### src/gbct_pkg.sv
// Shared types and constants for the gyro bias calibration / tilt classifier.
// No dependencies; every other file in src imports this package.
`default_nettype none

package gbct_pkg;

    localparam int SAMPLE_W = 16;
    localparam int SUM_W    = 23;
    localparam int COUNT_W  = 7;
    localparam int THR_W    = 15;
    localparam int DIR_W    = 3;
    localparam int APB_DW   = 32;
    localparam int APB_AW   = 3;

    localparam logic [THR_W-1:0] THRESHOLD_RESET = 15'd1000;

    // Register index decoded from the word address bit
    localparam logic REG_MOVEMENT_THRESHOLD = 1'b0;

    typedef enum logic
    {
        OP_CAL  = 1'b0,
        OP_MEAS = 1'b1
    } opcode_t;

    typedef enum logic [DIR_W-1:0]
    {
        DIR_NONE  = 3'd0,
        DIR_RIGHT = 3'd1,
        DIR_LEFT  = 3'd2,
        DIR_UP    = 3'd3,
        DIR_DOWN  = 3'd4
    } dir_t;

    typedef logic signed [SAMPLE_W-1:0] sample_t;
    typedef logic signed [SUM_W-1:0]    sum_t;
    typedef logic        [THR_W-1:0]    thr_t;

    typedef struct packed
    {
        sample_t corrected_x;
        sample_t corrected_y;
        sample_t corrected_z;
        dir_t    direction;
        logic    calibration_done;
    } result_t;

endpackage

`default_nettype wire

### src/gbct_div.sv
// Signed divide of a calibration sum by a fixed sample count, truncated toward zero.
// Uses a reciprocal multiply that is exact for any 23-bit magnitude; depends on gbct_pkg.
`default_nettype none

module gbct_div #(
    parameter int DIVISOR = 100
) (
    input  gbct_pkg::sum_t    sum,
    output gbct_pkg::sample_t quotient
);
    import gbct_pkg::*;

    localparam int SHIFT  = SUM_W + $clog2(DIVISOR);
    localparam int RECIP_W = SUM_W + 1;
    localparam int PROD_W = SUM_W + RECIP_W;
    localparam longint unsigned RECIP_L =
        ((64'd1 << SHIFT) + 64'(DIVISOR) - 64'd1) / 64'(DIVISOR);
    localparam logic [RECIP_W-1:0] RECIP = RECIP_L[RECIP_W-1:0];

    logic              negative;
    logic [SUM_W-1:0]  magnitude;
    logic [PROD_W-1:0] product;
    logic [PROD_W-1:0] shifted;
    logic [SAMPLE_W-1:0] mag_quot;

    always_comb
    begin
        negative  = sum[SUM_W-1];
        magnitude = negative ? (~sum + 1'b1) : sum;
        product   = PROD_W'(magnitude) * PROD_W'(RECIP);
        shifted   = product >> SHIFT;
        mag_quot  = shifted[SAMPLE_W-1:0];
        // restore the sign; result wraps to 16 bits
        quotient  = negative ? sample_t'(~mag_quot + 1'b1) : sample_t'(mag_quot);
    end

endmodule

`default_nettype wire

### src/gbct_cfg.sv
// APB register file holding the movement threshold.
// Depends on gbct_pkg.
`default_nettype none

module gbct_cfg (
    input  logic                         clk,
    input  logic                         rst_n,
    input  logic                         psel,
    input  logic                         penable,
    input  logic                         pwrite,
    input  logic [gbct_pkg::APB_AW-1:0]  paddr,
    input  logic [gbct_pkg::APB_DW-1:0]  pwdata,
    output logic [gbct_pkg::APB_DW-1:0]  prdata,
    output logic                         pready,
    output gbct_pkg::thr_t               threshold
);
    import gbct_pkg::*;

    thr_t threshold_reg;
    thr_t threshold_next;
    logic wr_en;

    assign pready = 1'b1;
    assign wr_en  = psel && penable && pwrite && pready;

    always_comb
    begin
        threshold_next = threshold_reg;
        if (wr_en && (paddr[2] == REG_MOVEMENT_THRESHOLD))
        begin
            threshold_next = pwdata[THR_W-1:0];
        end
    end

    always_ff @(posedge clk or negedge rst_n)
    begin
        if (!rst_n)
        begin
            threshold_reg <= THRESHOLD_RESET;
        end
        else
        begin
            threshold_reg <= threshold_next;
        end
    end

    always_comb
    begin
        prdata = '0;
        if (paddr[2] == REG_MOVEMENT_THRESHOLD)
        begin
            prdata = APB_DW'(threshold_reg);
        end
    end

    assign threshold = threshold_reg;

endmodule

`default_nettype wire

### src/gbct_core.sv
// Calibration accumulators, bias offsets, offset correction and tilt decision.
// Depends on gbct_pkg and gbct_div.
`default_nettype none

module gbct_core #(
    parameter int CAL_SAMPLES = 100
) (
    input  logic                clk,
    input  logic                rst_n,
    input  logic                step,
    input  gbct_pkg::opcode_t   opcode,
    input  gbct_pkg::sample_t   raw_x,
    input  gbct_pkg::sample_t   raw_y,
    input  gbct_pkg::sample_t   raw_z,
    input  gbct_pkg::thr_t      threshold,
    output gbct_pkg::result_t   result
);
    import gbct_pkg::*;

    sum_t                sum_x_reg, sum_y_reg, sum_z_reg;
    sum_t                sum_x_next, sum_y_next, sum_z_next;
    logic [COUNT_W-1:0]  count_reg, count_next;
    sample_t             offset_x_reg, offset_y_reg, offset_z_reg;
    sample_t             offset_x_next, offset_y_next, offset_z_next;

    sum_t                sum_x_new, sum_y_new, sum_z_new;
    logic [COUNT_W-1:0]  count_new;
    sample_t             avg_x, avg_y, avg_z;
    sample_t             cx, cy, cz;
    logic signed [SAMPLE_W:0] x_ext, y_ext, thr_pos, thr_neg;
    logic                is_cal;
    logic                done;
    dir_t                dir;

    assign is_cal    = (opcode == OP_CAL);
    assign sum_x_new = sum_x_reg + SUM_W'(raw_x);
    assign sum_y_new = sum_y_reg + SUM_W'(raw_y);
    assign sum_z_new = sum_z_reg + SUM_W'(raw_z);
    assign count_new = count_reg + 1'b1;
    assign done      = is_cal && (count_new >= COUNT_W'(CAL_SAMPLES));

    gbct_div #(.DIVISOR(CAL_SAMPLES)) u_div_x (.sum(sum_x_new), .quotient(avg_x));
    gbct_div #(.DIVISOR(CAL_SAMPLES)) u_div_y (.sum(sum_y_new), .quotient(avg_y));
    gbct_div #(.DIVISOR(CAL_SAMPLES)) u_div_z (.sum(sum_z_new), .quotient(avg_z));

    // Correct and classify; X wins over Y
    always_comb
    begin
        cx      = raw_x - offset_x_reg;
        cy      = raw_y - offset_y_reg;
        cz      = raw_z - offset_z_reg;
        x_ext   = (SAMPLE_W+1)'(cx);
        y_ext   = (SAMPLE_W+1)'(cy);
        thr_pos = $signed({2'b00, threshold});
        thr_neg = -thr_pos;
        if (x_ext > thr_pos)
            dir = DIR_RIGHT;
        else if (x_ext < thr_neg)
            dir = DIR_LEFT;
        else if (y_ext > thr_pos)
            dir = DIR_UP;
        else if (y_ext < thr_neg)
            dir = DIR_DOWN;
        else
            dir = DIR_NONE;
    end

    always_comb
    begin
        result = '0;
        if (is_cal)
        begin
            result.direction        = DIR_NONE;
            result.calibration_done = done;
        end
        else
        begin
            result.corrected_x = cx;
            result.corrected_y = cy;
            result.corrected_z = cz;
            result.direction   = dir;
        end
    end

    always_comb
    begin
        sum_x_next    = sum_x_reg;
        sum_y_next    = sum_y_reg;
        sum_z_next    = sum_z_reg;
        count_next    = count_reg;
        offset_x_next = offset_x_reg;
        offset_y_next = offset_y_reg;
        offset_z_next = offset_z_reg;
        if (step && is_cal)
        begin
            if (done)
            begin
                offset_x_next = avg_x;
                offset_y_next = avg_y;
                offset_z_next = avg_z;
                sum_x_next    = '0;
                sum_y_next    = '0;
                sum_z_next    = '0;
                count_next    = '0;
            end
            else
            begin
                sum_x_next = sum_x_new;
                sum_y_next = sum_y_new;
                sum_z_next = sum_z_new;
                count_next = count_new;
            end
        end
    end

    always_ff @(posedge clk or negedge rst_n)
    begin
        if (!rst_n)
        begin
            sum_x_reg    <= '0;
            sum_y_reg    <= '0;
            sum_z_reg    <= '0;
            count_reg    <= '0;
            offset_x_reg <= '0;
            offset_y_reg <= '0;
            offset_z_reg <= '0;
        end
        else
        begin
            sum_x_reg    <= sum_x_next;
            sum_y_reg    <= sum_y_next;
            sum_z_reg    <= sum_z_next;
            count_reg    <= count_next;
            offset_x_reg <= offset_x_next;
            offset_y_reg <= offset_y_next;
            offset_z_reg <= offset_z_next;
        end
    end

    a_count_below_limit: assert property (@(posedge clk) disable iff (!rst_n)
        count_reg < COUNT_W'(CAL_SAMPLES))
        else $error("calibration count reached the sample limit");

    a_done_clears_sums: assert property (@(posedge clk) disable iff (!rst_n)
        step && done |=> (sum_x_reg == '0) && (sum_y_reg == '0) && (sum_z_reg == '0)
                         && (count_reg == '0))
        else $error("sums not cleared after calibration");

    a_meas_keeps_sums: assert property (@(posedge clk) disable iff (!rst_n)
        step && !is_cal |=> $stable(count_reg) && $stable(sum_x_reg))
        else $error("measurement disturbed calibration state");

endmodule

`default_nettype wire

### src/gyro_bias_calibrate_tilt_classify.sv
// Gyro bias calibration and tilt classifier. Each transfer on the input channel
// carries an opcode and a signed 16-bit X/Y/Z rate sample and yields exactly one
// result transfer. Calibration samples (opcode 0) are summed per axis; the sample
// that brings the count to CAL_SAMPLES loads each bias offset with its sum divided
// by CAL_SAMPLES (truncated toward zero), clears the sums and count, and flags
// calibration_done. Those results carry zero corrected axes and no direction.
// Measurement samples (opcode 1) return raw minus offset, wrapped to 16 bits, and
// a tilt direction: X beyond +/- movement_threshold first (right/left), then Y
// (up/down). Offsets start at zero, so uncalibrated samples pass straight through.
// Timing: one transfer per cycle sustained while the result is not stalled; a
// result passes through the input register, then the result register, before it
// is presented. Output stalls hold both stages, and the input stalls only while
// both stages are full and the result is stalled.
// The offset divide is a reciprocal multiply, so calibration completion never
// stalls the pipeline. movement_threshold lives at APB byte address 0 (reset 1000)
// and may only be written while no transfer is in flight.
`default_nettype none

module gyro_bias_calibrate_tilt_classify #(
    parameter int CAL_SAMPLES = 100
) (
    input  logic                clk,
    input  logic                rst_n,

    input  logic                in_valid,
    output logic                in_stall,
    input  logic                opcode,
    input  logic signed [15:0]  raw_x,
    input  logic signed [15:0]  raw_y,
    input  logic signed [15:0]  raw_z,

    output logic                out_valid,
    input  logic                out_stall,
    output logic signed [15:0]  corrected_x,
    output logic signed [15:0]  corrected_y,
    output logic signed [15:0]  corrected_z,
    output logic [2:0]          direction,
    output logic                calibration_done,

    input  logic                psel,
    input  logic                penable,
    input  logic                pwrite,
    input  logic [2:0]          paddr,
    input  logic [31:0]         pwdata,
    output logic [31:0]         prdata,
    output logic                pready
);
    import gbct_pkg::*;

    // Input register stage
    logic    s1_valid_reg, s1_valid_next;
    opcode_t s1_opcode_reg;
    sample_t s1_x_reg, s1_y_reg, s1_z_reg;

    // Result register stage
    logic    out_valid_reg, out_valid_next;
    result_t out_result_reg;

    result_t core_result;
    thr_t    threshold;
    logic    s1_advance;
    logic    in_take;

    // Move the stage-1 item into the result register whenever that register is
    // empty or is being drained this cycle.
    assign s1_advance = s1_valid_reg && (!out_valid_reg || !out_stall);
    assign in_stall   = s1_valid_reg && !s1_advance;
    assign in_take    = in_valid && !in_stall;

    always_comb
    begin
        s1_valid_next = s1_valid_reg;
        if (in_take)
            s1_valid_next = 1'b1;
        else if (s1_advance)
            s1_valid_next = 1'b0;

        out_valid_next = out_valid_reg;
        if (s1_advance)
            out_valid_next = 1'b1;
        else if (!out_stall)
            out_valid_next = 1'b0;
    end

    always_ff @(posedge clk or negedge rst_n)
    begin
        if (!rst_n)
        begin
            s1_valid_reg  <= 1'b0;
            out_valid_reg <= 1'b0;
        end
        else
        begin
            s1_valid_reg  <= s1_valid_next;
            out_valid_reg <= out_valid_next;
        end
    end

    // Payload registers: load on transfer, hold otherwise
    always_ff @(posedge clk)
    begin
        if (in_take)
        begin
            s1_opcode_reg <= opcode_t'(opcode);
            s1_x_reg      <= raw_x;
            s1_y_reg      <= raw_y;
            s1_z_reg      <= raw_z;
        end
        if (s1_advance)
        begin
            out_result_reg <= core_result;
        end
    end

    gbct_cfg u_cfg (
        .clk       (clk),
        .rst_n     (rst_n),
        .psel      (psel),
        .penable   (penable),
        .pwrite    (pwrite),
        .paddr     (paddr),
        .pwdata    (pwdata),
        .prdata    (prdata),
        .pready    (pready),
        .threshold (threshold)
    );

    // State commits on the same edge the result is captured
    gbct_core #(.CAL_SAMPLES(CAL_SAMPLES)) u_core (
        .clk       (clk),
        .rst_n     (rst_n),
        .step      (s1_advance),
        .opcode    (s1_opcode_reg),
        .raw_x     (s1_x_reg),
        .raw_y     (s1_y_reg),
        .raw_z     (s1_z_reg),
        .threshold (threshold),
        .result    (core_result)
    );

    assign out_valid        = out_valid_reg;
    assign corrected_x      = out_result_reg.corrected_x;
    assign corrected_y      = out_result_reg.corrected_y;
    assign corrected_z      = out_result_reg.corrected_z;
    assign direction        = out_result_reg.direction;
    assign calibration_done = out_result_reg.calibration_done;

    a_stall_only_when_full: assert property (@(posedge clk) disable iff (!rst_n)
        in_stall |-> s1_valid_reg && out_valid_reg && out_stall)
        else $error("input stalled with room in the pipeline");

    a_done_has_no_tilt: assert property (@(posedge clk) disable iff (!rst_n)
        out_valid && calibration_done |->
            (direction == DIR_NONE) && (corrected_x == '0) && (corrected_y == '0)
            && (corrected_z == '0))
        else $error("calibration result carries measurement data");

    a_item_reaches_output: assert property (@(posedge clk) disable iff (!rst_n)
        s1_advance |=> out_valid_reg)
        else $error("advanced item lost before result register");

endmodule

`default_nettype wire

### config.mk
export PLATFORM = sky130hd
export DESIGN_NAME = gyro_bias_calibrate_tilt_classify
export DESIGN_NICKNAME = d
export VERILOG_FILES = /design/src/gbct_pkg.sv /design/src/gbct_div.sv /design/src/gbct_cfg.sv /design/src/gbct_core.sv /design/src/gyro_bias_calibrate_tilt_classify.sv
export SDC_FILE = /design/constraint.sdc
export NUM_CORES = 2
export LEC_CHECK = 0
export BUFFER_PORTS_ARGS = -buffer_cell sky130_fd_sc_hd__buf_4
export CORE_AREA = 4 4 272 274
export CTS_CLUSTER_DIAMETER = 200
export CTS_CLUSTER_SIZE = 30
export DETAILED_ROUTE_END_ITERATION = 8
export DIE_AREA = 0 0 276 278
export PLACE_DENSITY = 0.9
export SYNTH_ARGS = -nofsm -noshare
export SYNTH_HDL_FRONTEND = slang
export SYNTH_HIERARCHICAL = 1
export SYNTH_SLANG_ARGS = --single-unit
### constraint.sdc
create_clock -name clk -period 13.5 [get_ports clk]
set_input_delay 0.675 -clock clk [delete_from_list [all_inputs] [get_ports clk]]
set_output_delay 0.675 -clock clk [all_outputs]
set_load 0.02 [all_outputs]
# --- Word level (Yosys, flattened, before mapping) ---
# Cells that the tools add are included.
# Widths: inputs -> output; s select.
classes:
  n_lt_le_gt_ge: 5
  n_reduce_logical: 17
  bitwise_logic: 8
  n_addsub: 14
  eq_ne: 1
  n_mux: 19
  n_mul: 3
op_table:
  columns: ["op", "n"]
  rows:
  - ["$mul 23x24->46 const B", 3]
  - ["$mux 23", 6]
  - ["$add 23x1->23 const B", 3]
  - ["$add 23x16->23", 3]
  - ["$not 23->23", 3]
  - ["$add 16x1->16 const B", 3]
  - ["$mux 16", 3]
  - ["$not 16->16", 3]
  - ["$sub 16x16->16", 3]
  - ["$lt 16x17->1", 2]
  - ["$gt 16x16->1", 2]
  - ["$neg 15->17", 1]
  - ["$mux 15", 1]
  - ["$logic_and 1x1->1", 8]
  - ["$add 7x1->7 const B", 1]
  - ["$ge 7x7->1 const B", 1]
  - ["$mux 7", 1]
  - ["$mux 1", 5]
  - ["$logic_not 1->1", 4]
  - ["$mux 2", 2]
  - ["$reduce_or 4->1", 1]
  - ["$mux 3", 1]
  - ["$ne 2x1->1 const B", 1]
  - ["$not 1->1", 2]
  - ["4 further kinds", 4]
totals:
  elab_cells: 88
  reg_bits: 242

# --- Depth between registers and ports, before layout ---
depth:
  ltp_word: 8
  mapped_depth: 45

# --- Hierarchy ---
# Netlist, hierarchy kept.
by_module_without_submodules:
  columns: ["mod", "n_inst", "seq_area_each_um2", "area_per_inst_um2", "cells_per_inst"]
  rows:
  - ["gbct_core", 1, 3103.0, 11905.2, 1357]
  - ["gbct_div at u_core.u_div_z", 1, 0.0, 10412.5, 1126]
  - ["gbct_div at u_core.u_div_x", 1, 0.0, 10332.4, 1110]
  - ["gbct_div at u_core.u_div_y", 1, 0.0, 10321.1, 1104]
  - ["gyro_bias_calibrate_tilt_classify", 1, 3083.0, 3125.5, 109]
  - ["gbct_cfg", 1, 382.9, 870.8, 68]

# --- Worst setup path after synthesis ---
# OpenSTA, ideal clock, no wires.
synth_path:
  path_kind: "flip-flop to flip-flop"
  start: "register s1_x_reg[1]"
  end: "register u_core.offset_x_reg[12]"
  n_path_buf: 0
  setup_ps: 125
  arrival_time_ps: 10810
  setup_slack_ps: 2565
  path_stages_with_launch: 37
  cell_sequence: "edfxtp_1 -> ha_1 -> a21o_1 -> a21oi_1 -> o21ai_0 -> a31o_2 -> a21o_1 -> xor2_1 -> or4_4 -> or4_4 -> or4_1 -> or2_1 -> or4b_4 -> inv_1 -> ha_1 -> fa_1 -> inv_1 -> fa_1 -> inv_1 -> fa_1 -> fa_1 -> fa_1 -> inv_1 -> fa_1 -> inv_1 -> ha_1 -> a21oi_1 -> o211ai_1 -> and2_1 -> or3_1 -> o21ai_0 -> a221oi_1 -> or3b_2 -> or4_1 -> o21ai_1 -> xor3_1 -> mux2_2"
synth_between:
  elab_chain_len: 8
synth_rtl:
  columns: ["element", "line", "rtl"]
  rows:
  - ["from (decl)", "gyro_bias_calibrate_tilt_classify.sv:53", "sample_t s1_x_reg, s1_y_reg, s1_z_reg;"]
  - ["from (signal assigned)", "gyro_bias_calibrate_tilt_classify.sv:105", "s1_x_reg <= raw_x;"]
  - ["$add 23x16->23 *", "gbct_core.sv:36", "assign sum_x_new = sum_x_reg + SUM_W'(raw_x);"]
  - ["via u_core.sum_x_new[9]", "gbct_core.sv:26", "sum_t sum_x_new, sum_y_new, sum_z_new;"]
  - ["$not 23->23", "gbct_div.sv:29", "magnitude = negative ? (~sum + 1'b1) : sum;"]
  - ["$add 23x1->23", "gbct_div.sv:29", null]
  - ["$mux 23 *", "gbct_div.sv:29", null]
  - ["$mul 23x24->46 *", "gbct_div.sv:30", "product = PROD_W'(magnitude) * PROD_W'(RECIP);"]
  - ["$not 16->16", "gbct_div.sv:34", "quotient = negative ? sample_t'(~mag_quot + 1'b1) : sample_t'(mag_quot);"]
  - ["$add 16x1->16", "gbct_div.sv:34", null]
  - ["$mux 16 *", "gbct_div.sv:34", null]
  - ["via u_core.avg_x[12]", "gbct_core.sv:28", "sample_t avg_x, avg_y, avg_z;"]
  - ["to (signal assigned)", "gbct_core.sv:134", "offset_x_reg <= offset_x_next;"]
  - ["to (decl)", "gbct_core.sv:23", "sample_t offset_x_reg, offset_y_reg, offset_z_reg;"]
# Mark *: on every way through the listed nets, which the timed path passes. The rest lies on a longest branch.
# A chain may end at the register's enable or synchronous reset.

# --- Worst setup path in the final report ---
layout_path:
  start: "register s1_x_reg[0]"
  end: "register u_core.offset_x_reg[12]"
layout_between:
  elab_chain_len: 8
layout_rtl:
  columns: ["element", "line"]
  rows:
  - ["$add 23x16->23 *", "gbct_core.sv:36"]
  - ["via u_core.sum_x_new[22]", "gbct_core.sv:26"]
  - ["$not 23->23", "gbct_div.sv:29"]
  - ["$add 23x1->23", "gbct_div.sv:29"]
  - ["$mux 23", "gbct_div.sv:29"]
  - ["$mul 23x24->46", "gbct_div.sv:30"]
  - ["$not 16->16", "gbct_div.sv:34"]
  - ["$add 16x1->16", "gbct_div.sv:34"]
  - ["$mux 16 *", "gbct_div.sv:34"]
  - ["via u_core.avg_x[12]", "gbct_core.sv:28"]
# Marks and branches as above.

==> report_table.html <==
<table>
<tr><th>Metric</th><th>Value</th></tr>
<tr><th colspan="2">Setup path</th></tr>
<tr><td>Buffers and inverters on the worst path</td><td>5</td></tr>
<tr><td>Setup slack of the most critical reg-to-reg path</td><td>1100 ps</td></tr>
<tr><td>R2r startpoint</td><td>s1_x_reg[0]$_DFFE_PP_</td></tr>
<tr><td>Max incr delay on CP</td><td>810 ps</td></tr>
<tr><td>Critical path startpoint category</td><td>flop</td></tr>
<tr><td>Critical Setup Path Class</td><td>reg2reg</td></tr>
<tr><td>Critical Path AT</td><td>12790 ps</td></tr>
<tr><td>Required time reported for the critical path endpoint</td><td>13890 ps</td></tr>
<tr><td>Critical path fanouts, max</td><td>24</td></tr>
<tr><td>Logic depth of the worst path, buffers included</td><td>36</td></tr>
<tr><td>Worst reg2reg path depth</td><td>36</td></tr>
<tr><td>Crit Reg-Reg Endpoint</td><td>u_core/offset_x_reg[12]$_DFFE_PN0P_</td></tr>
<tr><td>Endpoint type of the worst setup path</td><td>flop</td></tr>
<tr><td>Most frequent CP cell</td><td>fa_1</td></tr>
<tr><td>Critical-path cell with the highest stage delay</td><td>xnor2_2</td></tr>
<tr><td>Cell family with the largest share of critical-path delay</td><td>adder cells</td></tr>
<tr><th colspan="2">Placement</th></tr>
<tr><td>Placed wire-length estimate after detailed placement</td><td>106000 um</td></tr>
<tr><td>Weighted congestion at the end of routability-driven global placement</td><td>1.01</td></tr>
<tr><td>Port Buffers</td><td>140</td></tr>
<tr><th colspan="2">Global route</th></tr>
<tr><td>Number of antenna violations at the first check in global routing</td><td>2</td></tr>
<tr><td>Total Routing Usage GR</td><td>31.8%</td></tr>
<tr><td>Gr ovfl total</td><td>0</td></tr>
<tr><td>Pin count of the biggest net entering global routing</td><td>82</td></tr>
<tr><td>Vias in the first global route</td><td>38500</td></tr>
<tr><td>First-pass GRT wire length</td><td>198000 um</td></tr>
<tr><th colspan="2">Timing</th></tr>
<tr><td>Worst-case clock skew</td><td>48.5 ps</td></tr>
<tr><td>Final setup violation count</td><td>0</td></tr>
<tr><td>TNS Setup</td><td>0 ps</td></tr>
<tr><td>Hold violation total from the final report</td><td>0</td></tr>
<tr><td>Highest achievable clock rate</td><td>80.6 MHz</td></tr>
<tr><td>Ratio of final minimum period to clock period</td><td>91.9%</td></tr>
<tr><td>Setup repair after global routing missed its margin</td><td>no</td></tr>
<tr><td>Final worst path period need</td><td>12400 ps</td></tr>
<tr><td>Slew at the pin with the worst max-slew slack</td><td>1210 ps</td></tr>
<tr><td>Relative max-transition margin</td><td>18.7%</td></tr>
<tr><td>Max-slew violation count</td><td>0</td></tr>
<tr><th colspan="2">Detailed routing</th></tr>
<tr><td>Starting DRT DRC Count</td><td>3290</td></tr>
<tr><td>First-pass detailed-route iteration total</td><td>8</td></tr>
<tr><td>Total Wirelength</td><td>123000 um</td></tr>
<tr><td>Total via count after detailed routing</td><td>36500</td></tr>
<tr><td>Vias per cell</td><td>6.12</td></tr>
<tr><td>DRC Markers</td><td>0</td></tr>
<tr><td>Routed len/inst</td><td>20.6 um</td></tr>
<tr><td>Remaining antenna violation count after routing</td><td>0</td></tr>
<tr><th colspan="2">Synthesis</th></tr>
<tr><td>Combinational family with the most area after synthesis</td><td>adder cells</td></tr>
<tr><td>Multiplexer share of the synthesized area</td><td>1.89%</td></tr>
<tr><td>Most numerous cell in the Yosys netlist</td><td>inv_1</td></tr>
<tr><td>Post-Synth Simple-Gate Area</td><td>9.70%</td></tr>
<tr><td>Number of enable-type register cells in the synthesized netlist</td><td>101</td></tr>
<tr><td>Post-synthesis cell count</td><td>4874</td></tr>
<tr><td>Cell type contributing the most total cell area after synthesis</td><td>fa_1</td></tr>
<tr><td>Synth cell count leaders</td><td>inv_1, ha_1, fa_1</td></tr>
<tr><td>Number of synthesis warnings</td><td>6</td></tr>
<tr><td>Most instantiated flip-flop cell in the synthesis netlist</td><td>dfrtp_1</td></tr>
<tr><td>Post-synthesis sequential element count</td><td>242</td></tr>
<tr><td>Yosys top cell area share</td><td>25.5%</td></tr>
<tr><td>Synth Cell Area</td><td>47000 sq um</td></tr>
<tr><td>Cell types with the largest area share after synthesis</td><td>fa_1, ha_1, inv_1, dfrtp_1, edfxtp_1</td></tr>
<tr><td>Complex-gate fraction of the synthesized area</td><td>11.2%</td></tr>
<tr><td>Synth cell types</td><td>109</td></tr>
<tr><td>Xor and xnor area share after synthesis</td><td>4.80%</td></tr>
<tr><td>Fraction of registers with async set or reset after synthesis</td><td>58.3%</td></tr>
<tr><td>Sequential element share of the synthesized area</td><td>14.0%</td></tr>
<tr><td>Fraction of the mapped netlist area in adder cells</td><td>49.0%</td></tr>
<tr><td>Avg Synthesized Cell Area</td><td>9.64 sq um</td></tr>
<tr><th colspan="2">Clocking</th></tr>
<tr><td>H-Tree Depth</td><td>1</td></tr>
<tr><td>Clk Latency, worst-skew pair</td><td>500 ps</td></tr>
<tr><td>Number of buffers inserted for hold repair after clock tree synthesis</td><td>0</td></tr>
<tr><td>Number of CTS-inserted buffers</td><td>12</td></tr>
<tr><td>Clock-pin slew on the worst setup and hold paths</td><td>120 ps</td></tr>
<tr><td>Clk sink count</td><td>242</td></tr>
<tr><td>Post-CTS Setup Bufs</td><td>0</td></tr>
<tr><td>Post-cts repair resize count</td><td>0</td></tr>
<tr><td>Clock tree buffer depth</td><td>3</td></tr>
<tr><td>CTS tree</td><td>done</td></tr>
<tr><td>Root buf cell</td><td>clkbuf_16</td></tr>
<tr><th colspan="2">Die</th></tr>
<tr><td>Die boundary width</td><td>276 um</td></tr>
<tr><td>Effective utilization at floorplan</td><td>65.8%</td></tr>
<tr><td>I/O pins</td><td>178</td></tr>
<tr><td>Area of the core region</td><td>71400 sq um</td></tr>
<tr><td>Core Rows</td><td>98</td></tr>
<tr><td>Area of the die</td><td>76700 sq um</td></tr>
<tr><td>Vertical extent of the die</td><td>278 um</td></tr>
<tr><th colspan="2">Hold path</th></tr>
<tr><td>Class of the tightest hold or removal check</td><td>in2async</td></tr>
<tr><th colspan="2">Finish</th></tr>
<tr><td>Antenna Diode Count</td><td>0</td></tr>
<tr><td>Layout overhead on the synthesized area</td><td>5.67%</td></tr>
<tr><td>NumNets Final</td><td>6577</td></tr>
<tr><td>Fraction of final layout cells sized beyond drive strength 1</td><td>6.90%</td></tr>
<tr><th colspan="2">Status</th></tr>
<tr><td>Outcome</td><td>finished, final reports clean</td></tr>
<tr><th colspan="2">Flow run</th></tr>
<tr><td>Number of max-cap violations</td><td>0</td></tr>
</table>
-- per-stage QoR --
step	instance area, sq um	setup WS (ps)	hold slack [ps]	std cells	utilization [%]
2_1_floorplan	47000	2570	379	4890	-
3_3_place_gp	49300	1580	459	5943	69.0
3_5_place_dp	49300	1310	464	5943	69.0
4_1_cts	49600	1270	237	5963	69.5
5_1_grt	49600	444	246	5963	69.5
6_report	49600	1100	206	5963	69.5
-- cell families (layout without fill, tap and decap cells) --
| logic type | Yosys count | after routing |
|---|---|---|
| compound gates | 784 | 784 |
| xor+xnor | 254 | 254 |
| fa+ha+maj | 1479 | 1479 |
| buf+inv | 1163 | 1286 |
| flops | 242 | 242 |
| mux | 76 | 76 |
| other cells | 2 | 18 |
| simple gates | 874 | 874 |
-- placed cells by master (no fill, tap or decap), types with 18 or more instances in the layout --
cell / count
a21boi_0: 18
a21o_1: 56
a21oi_1: 203
a22o_1: 45
a31oi_1: 38
and2_1: 49
and3_1: 24
buf_4: 180
conb_1: 18
dfrtp_1: 135
edfxtp_1: 101
fa_1: 598
ha_1: 881
inv_1: 1084
mux2_2: 53
nand2_1: 242
nand2b_1: 30
nand3_1: 68
nand4_1: 51
nor2_1: 152
nor2b_1: 36
nor3_1: 63
nor4_1: 20
o211ai_1: 21
o21a_1: 46
o21ai_0: 157
o31ai_1: 35
or2_2: 24
or3_1: 30
xnor2_1: 186
xor2_1: 62
-- worst max path at each step --
stage / startpoint / end / slack [ps]
2_1_floorplan: s1_x_reg[1]$_DFFE_PP_ / u_core/offset_x_reg[12]$_DFFE_PN0P_ / 2570
3_3_place_gp: s1_x_reg[1]$_DFFE_PP_ / u_core/offset_x_reg[12]$_DFFE_PN0P_ / 1580
3_5_place_dp: s1_x_reg[1]$_DFFE_PP_ / u_core/offset_x_reg[12]$_DFFE_PN0P_ / 1310
4_1_cts: s1_x_reg[1]$_DFFE_PP_ / u_core/offset_x_reg[12]$_DFFE_PN0P_ / 1270
5_1_grt: s1_x_reg[0]$_DFFE_PP_ / u_core/offset_x_reg[12]$_DFFE_PN0P_ / 440
6_report: s1_x_reg[0]$_DFFE_PP_ / u_core/offset_x_reg[12]$_DFFE_PN0P_ / 1100
-- area by class of cell --
class                   instances  area, sq um
multi-input cells            3485        36100
fillers                      5143        21700
flip-flops and latches        242         6570
inverters                    1085         4070
repair buffers                181         1360
well taps                     950         1190
clock buffers                  19          348
clock inverters                 1         30.0
-- layer usage --
layer / track usage, % / vias to the layer above / wire length, um
met5: 0 / - / 10
li1: - / 16500 / -
met3: 5.63 / 396 / 10500
met1: 41.6 / 17900 / 48900
met2: 53.2 / 1721 / 57800
met4: 12.4 / 2 / 5810
Power is not shown: default switching activity piles up to over one toggle a cycle in this logic, so the estimate is an artifact.
